--- src/design/c80alu_pkg.sv ---
// ----------------------------------------------------------------------------
// c80alu_pkg
// Shared types, operation codes and flag helpers for the 8080-style ALU.
// ----------------------------------------------------------------------------
package c80alu_pkg;

    // Operation codes; codes 17 to 31 are no-ops
    typedef enum logic [4:0] {
        CMD_ADD = 5'd0,
        CMD_ADC = 5'd1,
        CMD_SUB = 5'd2,
        CMD_SBB = 5'd3,
        CMD_ANA = 5'd4,
        CMD_XRA = 5'd5,
        CMD_ORA = 5'd6,
        CMD_CMP = 5'd7,
        CMD_INR = 5'd8,
        CMD_DCR = 5'd9,
        CMD_RLC = 5'd10,
        CMD_RRC = 5'd11,
        CMD_RAL = 5'd12,
        CMD_RAR = 5'd13,
        CMD_CMA = 5'd14,
        CMD_STC = 5'd15,
        CMD_CMC = 5'd16
    } cmd_t;

    // Flag bit positions
    localparam int FLAG_S  = 4;
    localparam int FLAG_Z  = 3;
    localparam int FLAG_AC = 2;
    localparam int FLAG_P  = 1;
    localparam int FLAG_CY = 0;

    typedef struct packed {
        logic [4:0] command;
        logic [7:0] accumulator;
        logic [7:0] operand;
        logic [4:0] flags_in;
    } req_t;

    typedef struct packed {
        logic [7:0] result;
        logic [4:0] flags_out;
        logic       write_result;
    } rsp_t;

    // Sign, zero and parity of a byte; aux carry and carry left clear
    function automatic logic [4:0] szp_of(input logic [7:0] v);
        logic [4:0] f;
        f          = 5'b00000;
        f[FLAG_S]  = v[7];
        f[FLAG_Z]  = (v == 8'h00);
        f[FLAG_P]  = ~^v;
        return f;
    endfunction

endpackage

--- src/design/cpu8080_alu_with_flags.sv ---
// ----------------------------------------------------------------------------
// cpu8080_alu_with_flags
// 8080-style accumulator ALU with flag update, one transaction per cycle.
// ----------------------------------------------------------------------------
// A transaction is taken at every rising edge where start is high; busy is
// always low, so a new transaction may follow in every cycle. The request is
// captured in an input register, passes the ALU and flag logic, and lands in
// a result register: each result appears on response with done high for a
// single cycle. The receiver has no way to stall, so it must take response
// in the cycle that done marks. Throughput is one transaction per clock.
// ----------------------------------------------------------------------------
module cpu8080_alu_with_flags (
    input  logic             clk,
    input  logic             rst_n,
    input  logic             start,
    output logic             busy,
    input  c80alu_pkg::req_t request,
    output logic             done,
    output c80alu_pkg::rsp_t response
);
    import c80alu_pkg::*;

    logic valid_in_reg;
    logic valid_in_next;
    logic valid_out_reg;
    logic valid_out_next;
    req_t req_reg;
    req_t req_next;
    rsp_t rsp_reg;
    rsp_t rsp_next;

    // Never stall the sender: the datapath takes a transaction every cycle
    assign busy = 1'b0;

    // Capture a new transaction whenever start is seen; otherwise hold
    assign valid_in_next  = start & ~busy;
    assign req_next       = valid_in_next ? request : req_reg;
    assign valid_out_next = valid_in_reg;

    c80alu_core u_core (
        .request  (req_reg),
        .response (rsp_next)
    );

    // Control: valid bits advance one stage per clock
    always_ff @(posedge clk or negedge rst_n)
    begin
        if (!rst_n)
        begin
            valid_in_reg  <= 1'b0;
            valid_out_reg <= 1'b0;
        end
        else
        begin
            valid_in_reg  <= valid_in_next;
            valid_out_reg <= valid_out_next;
        end
    end

    // Payload: no reset needed
    always_ff @(posedge clk)
    begin
        req_reg <= req_next;
        if (valid_in_reg)
        begin
            rsp_reg <= rsp_next;
        end
    end

    assign done     = valid_out_reg;
    assign response = rsp_reg;

    // Every accepted transaction yields its result through the input and result registers
    a_latency: assert property (@(posedge clk) disable iff (!rst_n)
        start |=> ##1 done)
        else $error("accepted transaction did not complete in two cycles");

    // Nothing completes that was not accepted through the input register
    a_no_phantom: assert property (@(posedge clk) disable iff (!rst_n)
        done |-> $past(start, 2))
        else $error("result strobe without an accepted transaction");

    // Compare never writes back and leaves the accumulator result path alone
    a_cmp_no_write: assert property (@(posedge clk) disable iff (!rst_n)
        done && ($past(request.command, 2) == CMD_CMP) |-> !response.write_result)
        else $error("compare marked its result for write-back");

    // Complement keeps all flags as they came in
    a_cma_flags: assert property (@(posedge clk) disable iff (!rst_n)
        done && ($past(request.command, 2) == CMD_CMA)
            |-> response.flags_out == $past(request.flags_in, 2))
        else $error("complement changed the flags");

endmodule

--- src/design/c80alu_core.sv ---
// ----------------------------------------------------------------------------
// c80alu_core
// Combinational datapath: shared 8-bit adder, logic ops, rotates and flags.
// ----------------------------------------------------------------------------
module c80alu_core (
    input  c80alu_pkg::req_t request,
    output c80alu_pkg::rsp_t response
);
    import c80alu_pkg::*;

    logic [7:0] add_a;
    logic [7:0] add_b;
    logic       add_cin;
    logic [8:0] sum;
    logic [4:0] low_sum;
    logic       cy;
    logic [7:0] acc;
    logic [4:0] fin;

    assign cy  = request.flags_in[FLAG_CY];
    assign acc = request.accumulator;
    assign fin = request.flags_in;

    // Select adder operands; subtraction adds the inverted operand
    always_comb
    begin
        add_a   = acc;
        add_b   = request.operand;
        add_cin = 1'b0;
        case (request.command)
            CMD_ADC:
            begin
                add_cin = cy;
            end
            CMD_SUB, CMD_CMP:
            begin
                add_b   = ~request.operand;
                add_cin = 1'b1;
            end
            CMD_SBB:
            begin
                add_b   = ~request.operand;
                add_cin = ~cy;
            end
            CMD_INR:
            begin
                add_a = request.operand;
                add_b = 8'h01;
            end
            CMD_DCR:
            begin
                add_a = request.operand;
                add_b = 8'hFF;
            end
            default:
            begin
                add_a = acc;
            end
        endcase
    end

    assign sum     = {1'b0, add_a} + {1'b0, add_b} + {8'b0, add_cin};
    assign low_sum = {1'b0, add_a[3:0]} + {1'b0, add_b[3:0]} + {4'b0, add_cin};

    always_comb
    begin
        response.result       = acc;
        response.flags_out    = fin;
        response.write_result = 1'b1;
        case (request.command)
            CMD_ADD, CMD_ADC:
            begin
                response.result                = sum[7:0];
                response.flags_out             = szp_of(sum[7:0]);
                response.flags_out[FLAG_AC]    = low_sum[4];
                response.flags_out[FLAG_CY]    = sum[8];
            end
            CMD_SUB, CMD_SBB, CMD_CMP:
            begin
                response.result                = sum[7:0];
                response.flags_out             = szp_of(sum[7:0]);
                response.flags_out[FLAG_AC]    = low_sum[4];
                response.flags_out[FLAG_CY]    = ~sum[8];
                response.write_result          = (request.command != CMD_CMP);
            end
            CMD_ANA:
            begin
                response.result                = acc & request.operand;
                response.flags_out             = szp_of(acc & request.operand);
                response.flags_out[FLAG_AC]    = fin[FLAG_AC];
            end
            CMD_XRA:
            begin
                response.result                = acc ^ request.operand;
                response.flags_out             = szp_of(acc ^ request.operand);
            end
            CMD_ORA:
            begin
                response.result                = acc | request.operand;
                response.flags_out             = szp_of(acc | request.operand);
                response.flags_out[FLAG_AC]    = fin[FLAG_AC];
            end
            CMD_INR, CMD_DCR:
            begin
                response.result                = sum[7:0];
                response.flags_out             = szp_of(sum[7:0]);
                response.flags_out[FLAG_AC]    = low_sum[4];
                response.flags_out[FLAG_CY]    = cy;
            end
            CMD_RLC:
            begin
                response.result                = {acc[6:0], acc[7]};
                response.flags_out[FLAG_CY]    = acc[7];
            end
            CMD_RRC:
            begin
                response.result                = {acc[0], acc[7:1]};
                response.flags_out[FLAG_CY]    = acc[0];
            end
            CMD_RAL:
            begin
                response.result                = {acc[6:0], cy};
                response.flags_out[FLAG_CY]    = acc[7];
            end
            CMD_RAR:
            begin
                response.result                = {cy, acc[7:1]};
                response.flags_out[FLAG_CY]    = acc[0];
            end
            CMD_CMA:
            begin
                response.result                = ~acc;
            end
            CMD_STC:
            begin
                response.flags_out[FLAG_CY]    = 1'b1;
                response.write_result          = 1'b0;
            end
            CMD_CMC:
            begin
                response.flags_out[FLAG_CY]    = ~cy;
                response.write_result          = 1'b0;
            end
            default:
            begin
                response.write_result          = 1'b0;
            end
        endcase
    end

endmodule
--- config.mk ---
export PLATFORM = sky130hd
export DESIGN_NAME = cpu8080_alu_with_flags
export DESIGN_NICKNAME = d
export VERILOG_FILES = /design/src/design/c80alu_pkg.sv /design/src/design/cpu8080_alu_with_flags.sv /design/src/design/c80alu_core.sv
export SDC_FILE = /design/constraint.sdc
export NUM_CORES = 1
export LEC_CHECK = 0
export BUFFER_PORTS_ARGS = -buffer_cell sky130_fd_sc_hd__buf_2
export CORE_MARGIN = 4
export CORE_UTILIZATION = 25
export DETAILED_ROUTE_END_ITERATION = 7
export SETUP_SLACK_MARGIN = 0.2
export SLEW_MARGIN = 30
export SYNTH_ARGS = -nofsm -noshare
export SYNTH_HDL_FRONTEND = slang
export SYNTH_SLANG_ARGS = --single-unit
export TNS_END_PERCENT = 30
--- constraint.sdc ---
create_clock -name clk -period 8.6 [get_ports clk]
set_input_delay 0.43 -clock clk [delete_from_list [all_inputs] [get_ports clk]]
set_output_delay 0.43 -clock clk [all_outputs]
set_load 0.01 [all_outputs]
==> results.json <==
{
  "drv_slew": 0,
  "worstPathArrival_ps": 4640,
  "start_util_pct": 25.7,
  "first_iter_violations": 215,
  "num_vias": 2684,
  "fin_area_sq_mm": 0.00382,
  "wire_per_inst_microns": 16.5,
  "die-height_microns": 122,
  "synth_seq_cells": 42,
  "cts_setup_buffers": 0,
  "worst_slew_pin_slew_ps": 810,
  "drc": 0,
  "gp_congestion": 0.912,
  "grt_max_degree": 36,
  "die_w_microns": 122,
  "htreeDepth": 2,
  "routed_wl_mm": 9.05,
  "core-area_sq_mm": 0.0127,
  "placed_area_sq_mm": 0.00363,
  "synth_compound_gate_area_share_pct": 21.5,
  "ys_warn_count": 0,
  "async_flop_share_pct": 4.76,
  "cp_cell_sequence": "buf_6 > or2_1 > nor2_1 > nand2_1 > o21ai_0 > fa_1 > inv_1 > fa_1 > nand2b_1 > a211oi_1 > or3_1 > nand2_1 > ha_1 > xor2_1 > xnor2_1 > nor2_1 > a221oi_1 > o21ai_0",
  "yosysSeqAreaShare_pct": 38.4,
  "multiInputGateArea_sq_mm": 0.00179,
  "area_growth_pct": 17.2,
  "clockBufferDepth": 2,
  "fmax_mhz": 217,
  "setup.worst_path.start_class": "flop",
  "ys_dominant_reg_cell": "edfxtp_1",
  "fin_crit_sh_pct": 53.7,
  "synth-simple-area-share_pct": 12.0,
  "dpl.hpwl_mm": 6.89,
  "seq_area_sq_mm": 0.00125,
  "mostFrequentLayoutCell": "buf_2",
  "hold_viol": 0,
  "postRouteAntennaNets": 0,
  "vias_per_cell": 4.88,
  "layout_common_cells": "buf_2, inv_1, edfxtp_1",
  "skew_ps": 7.66,
  "syn_nets": 408,
  "antenna_cells": 0,
  "cp_max_fo": 23,
  "syn_area_per_cell_sq_um": 9.65,
  "post-route-min-period_ps": 4620,
  "rsz0062_at_grt": "false",
  "muxShareOfSynthArea_pct": 0,
  "synth_top_family_by_area": "compound AO/OA/AOI/OAI gates",
  "cts_made_buffers": 5,
  "grt_pass1_vias": 2638,
  "cts.sinks": 42,
  "synth_xor_area_share_pct": 5.10,
  "syn_inst": 338,
  "cts_resized": 0,
  "hold_path_class": "input port to flop",
  "cts_tree": "yes",
  "io_buffers": 43,
  "worstPathRequired_ps": 8620,
  "die-area_sq_mm": 0.0149,
  "run_status": "finished clean",
  "io_pins": 45,
  "fin_tns_setup_ps": 0,
  "cpPeakStageDelay_ps": 650,
  "finalNetCount": 447,
  "grt_pass1_wl_mm": 14.1,
  "p_leak_nw": 1.58,
  "first_pass_iters": 5,
  "cts-root-buf": "clkbuf_16",
  "powerDensity_mw_per_mm2": 201,
  "synthAdderAreaFrac_pct": 16.2,
  "endpoint_kind": "flop",
  "ys_types": 54,
  "slew_headroom_pct": 45.8,
  "maxCapViolCount": 0,
  "syn_area_sq_mm": 0.00326,
  "setup_viol": 0,
  "antenna_found_initial": 0,
  "slowest_stage": "nor2_1",
  "hold_buffers": 1,
  "track_usage_pct": 12.4,
  "peakVddDrop_uv": 81.8,
  "fill_cells": 1330,
  "critPathKind": "flop to flop",
  "drive_gt1_share_pct": 15.3,
  "largest_register_ffs": 26,
  "synth_edf_count": 40,
  "cts.reportedPaths.clkPinSlew_ps": 70,
  "grt_overflow": 0,
  "rows": 41,
  "clk_latency_ps": 290
}
-- cells in the mapped netlist (2+ instances only) --
cell type	number	area share, %
a21oi_1	19	2.9
or3_1	2	0.38
buf_2	4	0.61
xnor2_1	13	3.5
a221oi_1	10	2.7
nor3_2	2	0.61
edfxtp_1	40	37
nor2b_1	2	0.38
nand2b_1	4	0.77
o21ai_1	4	0.61
nand4_1	4	0.77
inv_1	42	4.8
nor3b_2	2	0.77
dfrtp_1	2	1.5
fa_1	2	1.2
a22oi_1	5	1.2
and2_1	2	0.38
a21o_1	4	0.92
buf_4	2	0.46
ha_1	39	15
nand2_1	24	2.8
o211ai_1	6	1.4
nor2_1	27	3.1
clkbuf_1	6	0.69
xor2_1	6	1.6
a2111oi_0	2	0.54
o21a_1	2	0.46
o21ai_0	15	2.3
o22a_1	7	1.9
a211oi_1	8	1.8
nand3_1	5	0.77
o22ai_1	4	0.77
-- per-layer routing --
layer / part of all wire, % / GRT usage (%) / wire [microns]
met3: 7.2 / 3.06 / 650
met1: 47 / 17.1 / 4220
met5: 0 / 0 / 0
met2: 45 / 19.5 / 4030
met4: 1.7 / 3.01 / 153
-- metrics by stage --
stage,hold slack (ps),worst slack (ps),total power [mW],std cells,util [%]
2_1_floorplan,134,4740,0.474,338,-
3_3_place_gp,216,3960,0.549,540,28.6
3_5_place_dp,216,3880,0.550,540,28.6
4_1_cts,300,3840,0.776,549,30.1
5_1_grt,295,3490,0.816,550,30.2
6_report,308,3980,0.768,550,30.2
-- worst max-delay path: cells and delay by family, from the launching register on --
| family | cells | cell delay (ps) |
|---|---|---|
| buffers and inverters | 2 | 320 |
| XOR/XNOR | 2 | 300 |
| AND/OR/NAND/NOR | 7 | 1480 |
| flip-flops | 1 | 560 |
| adder cells (fa/ha/maj) | 3 | 970 |
| AO/OA/AOI/OAI | 4 | 720 |
-- path summary, 6_finish.rpt --
check | startpoint | end | slack (ps) | cells past startpoint
max reg2reg | req_reg[22] | response[2] | 3980 | 18
min reg2reg | req_reg[4] | response[5] | 530 | 2
min | request[23] | req_reg[23] | 310 | 1
max | req_reg[22] | response[2] | 3980 | 18
max in group asynchronous | rst_n | done | 8050 | 2
min in group asynchronous | rst_n | valid_in_reg | 460 | 2
-- layout make-up --
class | count | share of cell area [%]
timing repair buffer | 45 | 6.19
inverter | 42 | 4.13
sequential | 42 | 32.7
tap | 172 | 5.63
multi-input combinational | 241 | 46.9
clock buffer | 5 | 3.27
clock inverter | 3 | 1.18
-- report_power, final --
part,switching [mW],internal (mW)
sequential,0.0268,0.253
clock,0.0828,0.137
combinational,0.146,0.122
total,0.256,0.512
-- logic make-up after synthesis --
group	after synthesis
AOI/OAI and AO/OA	100
and+or+nand+nor	80
buffers and inverters	55
DFF	42
adders and majority gates	41
xor gates and xnor gates	19
other	1
(Power assumes the default switching activity.)
